==> config.mk <==
export PLATFORM = sky130hd
export DESIGN_NAME = unslotted_csma_ca_backoff_unit_flat
export DESIGN_NICKNAME = d
export VERILOG_FILES = /design/src/rtl/ucca_pkg.sv /design/src/rtl/ucca_in_if.sv /design/src/rtl/ucca_step.sv /design/src/rtl/unslotted_csma_ca_backoff_unit.sv /design/src/flat_wrapper.sv
export SDC_FILE = /design/constraint.sdc
export NUM_CORES = 1
export LEC_CHECK = 0
export BUFFER_PORTS_ARGS = -buffer_cell sky130_fd_sc_hd__buf_2
export CORE_AREA = 2 2 95 115
export CTS_CLUSTER_DIAMETER = 120
export CTS_CLUSTER_SIZE = 12
export DETAILED_ROUTE_END_ITERATION = 10
export DIE_AREA = 0 0 97 117
export SLEW_MARGIN = 40
export SYNTH_ARGS = -nofsm -noshare
export SYNTH_HDL_FRONTEND = slang
export SYNTH_SLANG_ARGS = --single-unit
==> constraint.sdc <==
create_clock -name clk -period 12 [get_ports clk]
set_clock_uncertainty 0.1 [all_clocks]
set_input_delay 0.6 -clock clk [delete_from_list [all_inputs] [get_ports clk]]
set_output_delay 0.6 -clock clk [all_outputs]
set_load 0.02 [all_outputs]
==> src/rtl/ucca_pkg.sv <==
// ----------------------------------------------------------------------------
// ucca_pkg
// Shared types and codes for the unslotted CSMA-CA backoff unit.
// ----------------------------------------------------------------------------
package ucca_pkg;

  // Item kinds
  localparam logic [1:0] MODE_START = 2'd0;
  localparam logic [1:0] MODE_TICK  = 2'd1;
  localparam logic [1:0] MODE_CCA   = 2'd2;

  // Result events
  localparam logic [1:0] EV_CCA_REQ = 2'd0;
  localparam logic [1:0] EV_SUCCESS = 2'd1;
  localparam logic [1:0] EV_FAILURE = 2'd2;

  // Access phases
  localparam logic [1:0] PH_IDLE     = 2'd0;
  localparam logic [1:0] PH_BACKOFF  = 2'd1;
  localparam logic [1:0] PH_WAIT_CCA = 2'd2;

  // Configuration register indexes
  localparam logic [1:0] REG_MIN_BE = 2'd0;
  localparam logic [1:0] REG_MAX_BE = 2'd1;
  localparam logic [1:0] REG_MAX_NB = 2'd2;
  localparam logic [1:0] REG_TICKS  = 2'd3;

  localparam int CFG_IDX_W  = 2;
  localparam int CFG_DATA_W = 8;

  typedef struct packed {
    logic [1:0] mode;
    logic [7:0] random_value;
    logic       channel_clear;
  } ucca_item_t;

  typedef struct packed {
    logic [1:0] event_res;
    logic [3:0] backoff_count;
    logic [3:0] backoff_exponent;
  } ucca_result_t;

  typedef struct packed {
    logic [3:0] min_be;
    logic [3:0] max_be;
    logic [2:0] max_nb;
    logic [7:0] unit_ticks;
  } ucca_cfg_t;

  typedef struct packed {
    logic [1:0] phase;
    logic [3:0] nb;
    logic [3:0] be;
    logic [7:0] units;
    logic [7:0] ticks;
  } ucca_state_t;

endpackage

==> src/rtl/ucca_in_if.sv <==
// ----------------------------------------------------------------------------
// ucca_in_if / ucca_out_if
// Valid/ready channels for request items and result items.
// ----------------------------------------------------------------------------
interface ucca_in_if;
  logic       valid;
  logic       ready;
  logic [1:0] mode;
  logic [7:0] random_value;
  logic       channel_clear;

  modport source (output valid, output mode, output random_value,
                  output channel_clear, input ready);
  modport sink   (input valid, input mode, input random_value,
                  input channel_clear, output ready);
endinterface

interface ucca_out_if;
  logic       valid;
  logic       ready;
  logic [1:0] event_res;
  logic [3:0] backoff_count;
  logic [3:0] backoff_exponent;

  modport source (output valid, output event_res, output backoff_count,
                  output backoff_exponent, input ready);
  modport sink   (input valid, input event_res, input backoff_count,
                  input backoff_exponent, output ready);
endinterface

==> src/rtl/ucca_step.sv <==
// ----------------------------------------------------------------------------
// ucca_step
// Next-state and event logic for one item of the CSMA-CA engine.
// ----------------------------------------------------------------------------
module ucca_step
  import ucca_pkg::*;
(
  input  ucca_item_t   item,
  input  ucca_state_t  state,
  input  ucca_cfg_t    cfg,
  output ucca_state_t  state_nxt,
  output logic         emit,
  output ucca_result_t res
);

  logic [7:0] unit_ticks;
  logic [3:0] load_be;
  logic [3:0] load_nb;
  logic [7:0] mask;
  logic [7:0] load_units;
  logic [4:0] be_inc;
  logic [3:0] be_sat;
  logic [3:0] nb_inc;
  logic [7:0] ticks_dec;
  logic [7:0] units_dec;

  assign unit_ticks = (cfg.unit_ticks == 8'd0) ? 8'd1 : cfg.unit_ticks;
  assign nb_inc     = state.nb + 4'd1;
  assign be_inc     = {1'b0, state.be} + 5'd1;
  assign be_sat     = (be_inc < {1'b0, cfg.max_be}) ? be_inc[3:0] : cfg.max_be;
  assign ticks_dec  = state.ticks - 8'd1;
  assign units_dec  = state.units - 8'd1;

  // Exponent and count that a fresh backoff is loaded with
  assign load_be = (item.mode == MODE_START) ? cfg.min_be : be_sat;
  assign load_nb = (item.mode == MODE_START) ? 4'd0 : nb_inc;

  always_comb begin
    if (load_be >= 4'd8) begin
      mask = 8'hFF;
    end else begin
      mask = 8'((9'd1 << load_be[2:0]) - 9'd1);
    end
  end
  assign load_units = item.random_value & mask;

  always_comb begin
    state_nxt = state;
    emit      = 1'b0;
    res       = '{event_res: EV_CCA_REQ, backoff_count: state.nb,
                  backoff_exponent: state.be};
    case (item.mode)
      MODE_START, MODE_CCA: begin
        if (item.mode == MODE_START && state.phase == PH_IDLE ||
            item.mode == MODE_CCA && state.phase == PH_WAIT_CCA) begin
          if (item.mode == MODE_CCA && item.channel_clear) begin
            state_nxt.phase = PH_IDLE;
            emit            = 1'b1;
            res.event_res   = EV_SUCCESS;
          end else begin
            state_nxt.nb         = load_nb;
            state_nxt.be         = load_be;
            res.backoff_count    = load_nb;
            res.backoff_exponent = load_be;
            if (item.mode == MODE_CCA && nb_inc > {1'b0, cfg.max_nb}) begin
              state_nxt.phase = PH_IDLE;
              emit            = 1'b1;
              res.event_res   = EV_FAILURE;
            end else begin
              state_nxt.units = load_units;
              if (load_units == 8'd0) begin
                state_nxt.ticks = 8'd0;
                state_nxt.phase = PH_WAIT_CCA;
                emit            = 1'b1;
              end else begin
                state_nxt.ticks = unit_ticks;
                state_nxt.phase = PH_BACKOFF;
              end
            end
          end
        end
      end
      MODE_TICK: begin
        if (state.phase == PH_BACKOFF) begin
          state_nxt.ticks = ticks_dec;
          if (ticks_dec == 8'd0) begin
            state_nxt.units = units_dec;
            if (units_dec != 8'd0) begin
              state_nxt.ticks = unit_ticks;
            end else begin
              state_nxt.phase = PH_WAIT_CCA;
              emit            = 1'b1;
            end
          end
        end
      end
      default: begin
        state_nxt = state;
      end
    endcase
  end

endmodule

==> src/rtl/unslotted_csma_ca_backoff_unit.sv <==
// ----------------------------------------------------------------------------
// unslotted_csma_ca_backoff_unit
// Unslotted CSMA-CA channel-access engine with random exponential backoff.
// ----------------------------------------------------------------------------
// Flow: the accepting edge loads the input register, and the step result is loaded
//   into the result register once the result register can take a result.
// Throughput: one item per cycle, set by the single-pass step logic; a result
//   stalled by the receiver holds the input once the input register is full.
// Reset: synchronous active-low rst_n empties both registers, returns the
//   engine to idle with zero counts and loads the register defaults.
// ----------------------------------------------------------------------------
module unslotted_csma_ca_backoff_unit
  import ucca_pkg::*;
(
  input  logic                  clk,
  input  logic                  rst_n,
  ucca_in_if.sink               in_ch,
  ucca_out_if.source            out_ch,
  input  logic                  cfg_we,
  input  logic [CFG_IDX_W-1:0]  cfg_index,
  input  logic [CFG_DATA_W-1:0] cfg_data
);

  // Configuration registers
  ucca_cfg_t    cfg_r;

  // Input register stage
  logic         s1_valid_r;
  ucca_item_t   s1_item_r;

  // Engine state
  ucca_state_t  state_r;
  ucca_state_t  state_nxt;

  // Result register
  logic         out_valid_r;
  ucca_result_t out_res_r;

  logic         step_emit;
  ucca_result_t step_res;
  logic         s1_go;
  logic         in_take;

  // Process the held item whenever the result register can take a result:
  // it is empty or being drained this cycle.
  assign s1_go   = s1_valid_r && (!out_valid_r || out_ch.ready);
  assign in_ch.ready = !s1_valid_r || s1_go;
  assign in_take = in_ch.valid && in_ch.ready;

  always_ff @(posedge clk) begin
    if (!rst_n) begin
      cfg_r <= '{min_be: 4'd3, max_be: 4'd5, max_nb: 3'd4, unit_ticks: 8'd20};
    end else if (cfg_we) begin
      case (cfg_index)
        REG_MIN_BE: cfg_r.min_be     <= cfg_data[3:0];
        REG_MAX_BE: cfg_r.max_be     <= cfg_data[3:0];
        REG_MAX_NB: cfg_r.max_nb     <= cfg_data[2:0];
        REG_TICKS:  cfg_r.unit_ticks <= cfg_data;
        default:    cfg_r            <= cfg_r;
      endcase
    end
  end

  // Input register: load on accept, drop once processed
  always_ff @(posedge clk) begin
    if (!rst_n) begin
      s1_valid_r <= 1'b0;
    end else if (in_take) begin
      s1_valid_r <= 1'b1;
    end else if (s1_go) begin
      s1_valid_r <= 1'b0;
    end
  end

  always_ff @(posedge clk) begin
    if (in_take) begin
      s1_item_r <= '{mode: in_ch.mode, random_value: in_ch.random_value,
                     channel_clear: in_ch.channel_clear};
    end
  end

  ucca_step u_step (
    .item      (s1_item_r),
    .state     (state_r),
    .cfg       (cfg_r),
    .state_nxt (state_nxt),
    .emit      (step_emit),
    .res       (step_res)
  );

  // Engine state advances only when the held item is processed
  always_ff @(posedge clk) begin
    if (!rst_n) begin
      state_r <= '{phase: PH_IDLE, nb: 4'd0, be: 4'd0, units: 8'd0, ticks: 8'd0};
    end else if (s1_go) begin
      state_r <= state_nxt;
    end
  end

  // Result register: hold until taken, refill from the step logic
  always_ff @(posedge clk) begin
    if (!rst_n) begin
      out_valid_r <= 1'b0;
    end else if (s1_go) begin
      out_valid_r <= step_emit;
    end else if (out_ch.ready) begin
      out_valid_r <= 1'b0;
    end
  end

  always_ff @(posedge clk) begin
    if (s1_go && step_emit) begin
      out_res_r <= step_res;
    end
  end

  assign out_ch.valid            = out_valid_r;
  assign out_ch.event_res        = out_res_r.event_res;
  assign out_ch.backoff_count    = out_res_r.backoff_count;
  assign out_ch.backoff_exponent = out_res_r.backoff_exponent;

endmodule

==> src/flat_wrapper.sv <==
// flat-port wrapper written by rule: the top's interface ports become plain ports
module unslotted_csma_ca_backoff_unit_flat import ucca_pkg::*;
  (clk, rst_n, cfg_we, cfg_index, cfg_data, in_ch_valid, in_ch_mode, in_ch_random_value, in_ch_channel_clear, in_ch_ready, out_ch_valid, out_ch_event_res, out_ch_backoff_count, out_ch_backoff_exponent, out_ch_ready);
  ucca_in_if in_ch_i ();
  ucca_out_if out_ch_i ();
  input  logic clk;
  input  logic rst_n;
  input  logic cfg_we;
  input  logic [CFG_IDX_W-1:0] cfg_index;
  input  logic [CFG_DATA_W-1:0] cfg_data;
  input wire logic [$bits(in_ch_i.valid)-1:0] in_ch_valid;
  input wire logic [$bits(in_ch_i.mode)-1:0] in_ch_mode;
  input wire logic [$bits(in_ch_i.random_value)-1:0] in_ch_random_value;
  input wire logic [$bits(in_ch_i.channel_clear)-1:0] in_ch_channel_clear;
  output wire logic [$bits(in_ch_i.ready)-1:0] in_ch_ready;
  output wire logic [$bits(out_ch_i.valid)-1:0] out_ch_valid;
  output wire logic [$bits(out_ch_i.event_res)-1:0] out_ch_event_res;
  output wire logic [$bits(out_ch_i.backoff_count)-1:0] out_ch_backoff_count;
  output wire logic [$bits(out_ch_i.backoff_exponent)-1:0] out_ch_backoff_exponent;
  input wire logic [$bits(out_ch_i.ready)-1:0] out_ch_ready;
  assign in_ch_i.valid = in_ch_valid;
  assign in_ch_i.mode = in_ch_mode;
  assign in_ch_i.random_value = in_ch_random_value;
  assign in_ch_i.channel_clear = in_ch_channel_clear;
  assign in_ch_ready = in_ch_i.ready;
  assign out_ch_valid = out_ch_i.valid;
  assign out_ch_event_res = out_ch_i.event_res;
  assign out_ch_backoff_count = out_ch_i.backoff_count;
  assign out_ch_backoff_exponent = out_ch_i.backoff_exponent;
  assign out_ch_i.ready = out_ch_ready;
  unslotted_csma_ca_backoff_unit u_core (.clk(clk), .rst_n(rst_n), .in_ch(in_ch_i), .out_ch(out_ch_i), .cfg_we(cfg_we), .cfg_index(cfg_index), .cfg_data(cfg_data));
endmodule
After elaboration in Yosys (flattened, before gate mapping)

Cells that the tools add are included.

Logic and storage cells: 114
Register bits after elaboration: 68
Input port bits: 26

Equal/unequal tests: 13
$add $sub $neg: 5
Bitwise logic cells: 4
Shifts and indexed selects: 1
Multiplexer cells: 37
Reduce and logical (&&, ||, !) cells: 33
$lt $le $gt $ge: 3

Operators by type and width:

| operator                                                           | count |
|---|---|
| 8-bit 2-to-1 mux                                                   | 7 |
| 16-bit 2-to-1 mux                                                  | 3 |
| 16-bit case mux with 2 select lines                                | 1 |
| 26-bit 2-to-1 mux                                                  | 1 |
| 8-bit logical NOT                                                  | 3 |
| 24-bit 2-to-1 mux                                                  | 1 |
| 8-bit by 1-bit subtractor with 8-bit output, second input constant | 3 |
| 2-bit 2-to-1 mux                                                   | 7 |
| 1-bit 2-to-1 mux                                                   | 12 |
| 4-bit 2-to-1 mux                                                   | 3 |
| 2-bit != test, second input constant                               | 6 |
| 6-bit AND reduction                                                | 2 |
| 2-bit AND reduction                                                | 5 |
| 8-bit bitwise AND                                                  | 1 |
| 2-bit == test, second input constant                               | 4 |
| 8-bit nonzero test                                                 | 1 |
| 1-bit by 3-bit << shifter with 8-bit output, first input constant  | 1 |
| 1-bit logical AND                                                  | 7 |
| 7-bit AND reduction                                                | 1 |
| 2-bit by 1-bit == test with 1-bit output, second input constant    | 3 |
| 2-bit logical NOT                                                  | 3 |
| 2-bit nonzero test                                                 | 3 |
| 4-bit by 1-bit adder with 5-bit output, second input constant      | 1 |
| 5-bit by 4-bit less-than comparator with 1-bit output              | 1 |
| 11 further kinds                                                   | 16 |

Depth between registers and ports, before layout

Word-level depth: 15
Depth in mapped cells: 15
Depth with buffers taken out: 13

By module

Synthesis repeated with hierarchy kept, for this count alone.

Cells, all modules: 486
Area, all modules: 4,162.7 um^2

By module, submodules not included:

| module                         | cells an instance | area an instance (um^2) | times used |
|---|---|---|---|
| unslotted_csma_ca_backoff_unit | 219               | 2,457.4                 | 1 |
| ucca_step                      | 267               | 1,705.4                 | 1 |

Worst setup path before layout

OpenSTA, ideal clock, no wires.

Kind: reg-to-reg
Start: register u_core.state_r[16] (netlist bit)
End: register u_core.out_res_r, in the netlist u_core.out_ch.backoff_count[0] (enable)
Period minus slack after synthesis: 3,810 ps
Data required time: 11,509 ps
Library setup time: 391 ps
Data arrival time: 3,319 ps
Stages on the path, launching flop included: 15
Path slack: 8,190 ps
Path through: dfxtp_1 -> ha_1 -> xnor2_1 -> inv_1 -> ha_1 -> a21oi_1 -> o21a_1 -> o31ai_1 -> a41o_2 -> a2111oi_4 -> a221oi_1 -> or3_1 -> buf_6 -> a31o_1 -> o21ai_0

Cells in the longest elaborated chain, start to end: 15

RTL lines:

| item                                                  | line                                  | text |
|---|---|---|
| start: declaration                                    | unslotted_csma_ca_backoff_unit.sv:32  | `ucca_state_t state_r;` |
| start signal: assignment                              | unslotted_csma_ca_backoff_unit.sv:94  | `state_r <= '{phase: PH_IDLE, nb: 4'd0, be: 4'd0, units: 8'd0, ticks: 8'd0};` |
| start signal: assignment                              | unslotted_csma_ca_backoff_unit.sv:96  | `state_r <= state_nxt;` |
| 4-bit by 1-bit adder with 5-bit output *              | ucca_step.sv:29                       | `assign be_inc = {1'b0, state.be} + 5'd1;` |
| 5-bit by 4-bit less-than comparator with 1-bit output | ucca_step.sv:30                       | `assign be_sat = (be_inc < {1'b0, cfg.max_be}) ? be_inc[3:0] : cfg.max_be;` |
| 4-bit 2-to-1 mux *                                    | ucca_step.sv:30                       |  |
| 4-bit 2-to-1 mux *                                    | ucca_step.sv:35                       | `assign load_be = (item.mode == MODE_START) ? cfg.min_be : be_sat;` |
| 1-bit by 3-bit << shifter with 8-bit output           | ucca_step.sv:42                       | `mask = 8'((9'd1 << load_be[2:0]) - 9'd1);` |
| 8-bit by 1-bit subtractor with 8-bit output           | ucca_step.sv:42                       |  |
| 8-bit 2-to-1 mux *                                    | ucca_step.sv:39                       | `if (load_be >= 4'd8) begin` |
| 8-bit bitwise AND *                                   | ucca_step.sv:45                       | `assign load_units = item.random_value & mask;` |
| 8-bit logical NOT *                                   | ucca_step.sv:71                       | `if (load_units == 8'd0) begin` |
| 1-bit 2-to-1 mux *                                    | ucca_step.sv:71                       |  |
| 1-bit 2-to-1 mux *                                    | ucca_step.sv:65                       | `if (item.mode == MODE_CCA && nb_inc > {1'b0, cfg.max_nb}) begin` |
| 1-bit 2-to-1 mux *                                    | ucca_step.sv:56                       | `if (item.mode == MODE_CCA && item.channel_clear) begin` |
| 1-bit 2-to-1 mux *                                    | ucca_step.sv:54                       | `if (item.mode == MODE_START && state.phase == PH_IDLE \|\|` |
| 1-bit case mux with 2 select lines *                  | ucca_step.sv:52                       | `case (item.mode)` |
| 1-bit logical AND *                                   | unslotted_csma_ca_backoff_unit.sv:112 | `if (s1_go && step_emit) begin` |
| end signal: assignment                                | unslotted_csma_ca_backoff_unit.sv:113 | `out_res_r <= step_res;` |
| end: declaration                                      | unslotted_csma_ca_backoff_unit.sv:37  | `ucca_result_t out_res_r;` |

Every way passes the cells marked *; elsewhere a longest branch is shown, timed or not.
A chain may end at the register's enable or synchronous reset.

Final worst setup path

Start: register u_core.state_r[16] (netlist bit)
End: register u_core.out_res_r, in the netlist u_core.out_ch.backoff_exponent[2] (enable)

Same word-level chain as after synthesis.

==> flow_summary.ini <==
[synth]
synth_edf_count = 21
ys_types = 63
synth_area_leader_cell = dfxtp_1
synth.most_common_cell = nand2_1
netlist.area_leader.share_pct = 24.6
synthCells = 436
netlist_top_cells_area = dfxtp_1 25%, edfxtp_1 17%, o21ai_0 5.6%
netlist_top_cells_count = 54 x nand2_1, 47 x dfxtp_1, 43 x o21ai_0
synth_flop_cell = dfxtp_1
synth-seq-cells = 68
async_flop_share_pct = 0
synth_warnings = 0
syn-num-nets = 474
ys_seq_area_share_pct = 41.2
netlist_area_um2 = 3820
synth.avg_cell_area_um2 = 8.76

[setup_path]
start_kind = flip-flop
crit_start = u_core.state_r[16]
worstSetupPathType = flip-flop to flip-flop
cp_slowest_cell = a31oi_1
reg2reg_depth = 14
path_delay_family = compound AO/OA/AOI/OAI gates
cp-end-kind = flip-flop
worstPathArrival_ns = 4.16
r2r_slack_ns = 7.78
cpPeakStageDelay_ns = 0.63
path_cells = ha_1 > xnor2_1 > inv_1 > ha_1 > a21oi_1 > o21a_1 > o211ai_1 > a31oi_1 > and2_1 > a221oi_1 > or3_1 > a31o_1 > o21ai_0 > buf_4
worstSetupPathDepth = 14
crit_fanout = 10
r2r-end = u_core.out_ch.backoff_exponent[2]
critPathBufInv = 2
endpoint = u_core.out_ch.backoff_exponent[2]
required_ns = 11.94
crit_top_cell = ha_1
timing.rr.start = u_core.state_r[16]

[cells_and_area]
antenna_cells = 0
syn2layout_area_growth_pct = 14.7
drive_above_1_share_pct = 14.0
instances_no_fill = 601
final.fill_count = 1043
fin_nets = 505
multi_input_area_um2 = 2100
seqCellArea_um2 = 1570

[run]
maxCapViolCount = 0

[timing]
holdWs_ns = 0.337
maxSlewViolCount = 0
fin_setup_tns_ns = 0
fmax_ghz = 0.237
maxSlewHeadroom_pct = 47.6
worstMarginPinSlew_ns = 0.782
min_period_ns = 4.22
rsz0062_at_grt = false
hold_viol = 0
finalCritPeriodShare_pct = 35.2
finalSetupViolations = 0

[power]
leakage_nw = 1.70
power_mw = 0.580
irDropWorstVdd_uv = 69.8
power_density_nw_per_um2 = 133

[route]
first_iter_violations = 177
drc = 0
avgViaCountPerCell = 5.50
avgRoutedWirePerCell_um = 15.7
ant_nets = 0
totalWireLength_um = 9440
dr_total_vias = 3308
firstDrtPassIters = 5

[place]
dpl.hpwl_um = 6770
io_buffers = 37
dp.cells = 585
routabilityCongestion = 0.878

[clock_network]
cts_buffer_depth = 2
cts-resized-gates = 0
clk_latency_ns = 0.34
clk_pin_slew_ns = 0.05
cts-buffers-inserted = 9
cts_setup_buffers = 0
htreeDepth = 3
clock_sinks = 68
root_buffer = clkbuf_16
cts_tree = built
postCtsHoldBufs = 0

[floorplanning]
initial_utilization_pct = 37.0
die_x_um = 97
design.core.area_um2 = 10300
die_h_um = 117
ioPinCount = 38
std_cell_rows = 41
dieArea_um2 = 11300

[global_route]
grt_max_degree = 48
grt_usage_pct = 17.3
grt_pass1_wl_um = 15500
grt_antenna_before_repair = 0
first_global_vias = 3216
overflow = 0

[min_path]
hold_class = input pin to flip-flop
hold_depth = 1

[status]
status = finished clean
==> layout by cell type, fill, tap and decap left out, types with 5 or more instances in the layout <==
master and n:
a21boi_0 8, a21oi_1 19, a22oi_1 7, and2_1 8
buf_2 37, clkbuf_16 9, dfxtp_1 47, edfxtp_1 21
ha_1 12, inv_1 17, mux2i_1 10, nand2_1 54
nand2b_1 8, nand3_1 22, nor2_1 25, nor2b_1 20
nor3_1 9, o211a_1 5, o21ai_0 43, or3_1 5
xnor2_1 8
==> cell families after synthesis <==
| group | count (synthesis) | synth area share, % |
|---|---|---|
| AOI/OAI and AO/OA | 124 | 22.3 |
| xor gates and xnor gates | 12 | 2.75 |
| adders and majority gates | 12 | 3.93 |
| buffers and inverters | 36 | 4.23 |
| DFF | 68 | 41.2 |
| muxes | 10 | 2.62 |
| and+or+nand+nor | 174 | 23.0 |
==> power breakdown <==
group / switching (mW) / internal, mW
registers: 0.00856 / 0.245
clock network: 0.0967 / 0.159
logic: 0.0431 / 0.0280
total: 0.148 / 0.432
==> final cells by class <==
cell class	count	share of cell area, %
Inverter	17	1.46
Sequential cell	68	35.9
Multi-Input combinational cell	332	47.9
Timing Repair Buffer	39	4.57
Clock buffer	10	5.23
Clock inverter	6	1.26
Tap cell	129	3.69
==> worst min-delay path by stage <==
stage / startpoint / slack, ns / to
after floorplan: u_core.cfg_r[16] / 0.34 / u_core.cfg_r[16]
after global placement: u_core.cfg_r[16] / 0.36 / u_core.cfg_r[16]
after global routing: in_ch_channel_clear / 0.33 / u_core.s1_item_r[0]
final: in_ch_random_value[4] / 0.34 / u_core.s1_item_r[5]
after detailed placement: u_core.cfg_r[16] / 0.37 / u_core.cfg_r[16]
after CTS: in_ch_channel_clear / 0.33 / u_core.s1_item_r[0]
==> per-stage QoR <==
step,utilization (%),setup slack [ns],instance area [µm²]
6_report,42.5,7.78,4380
5_1_grt,42.5,7.59,4380
4_1_cts,42.5,7.79,4380
3_5_place_dp,39.7,7.87,4100
3_3_place_gp,39.6,8.02,4080
2_1_floorplan,-,8.19,3820
==> layer usage <==
layer	part of all wire, %	vias up	global-route usage (%)
li1	-	1646	-
met1	45	1569	20.4
met2	49	75	30.9
met3	3.5	18	3.44
met4	2.2	0	7.51
met5	0	-	0
==> sequential cells by signal, indices dropped and copies added (netlist names) <==
name	cells
u_core.state_r	26
u_core.cfg_r	19
u_core.s1_item_r	11
u_core.out_ch.backoff_count	4
u_core.out_ch.backoff_exponent	4
u_core.out_ch.event_res	2
u_core.out_ch.valid	1
u_core.s1_valid_r	1
(Power assumes the default switching activity.)
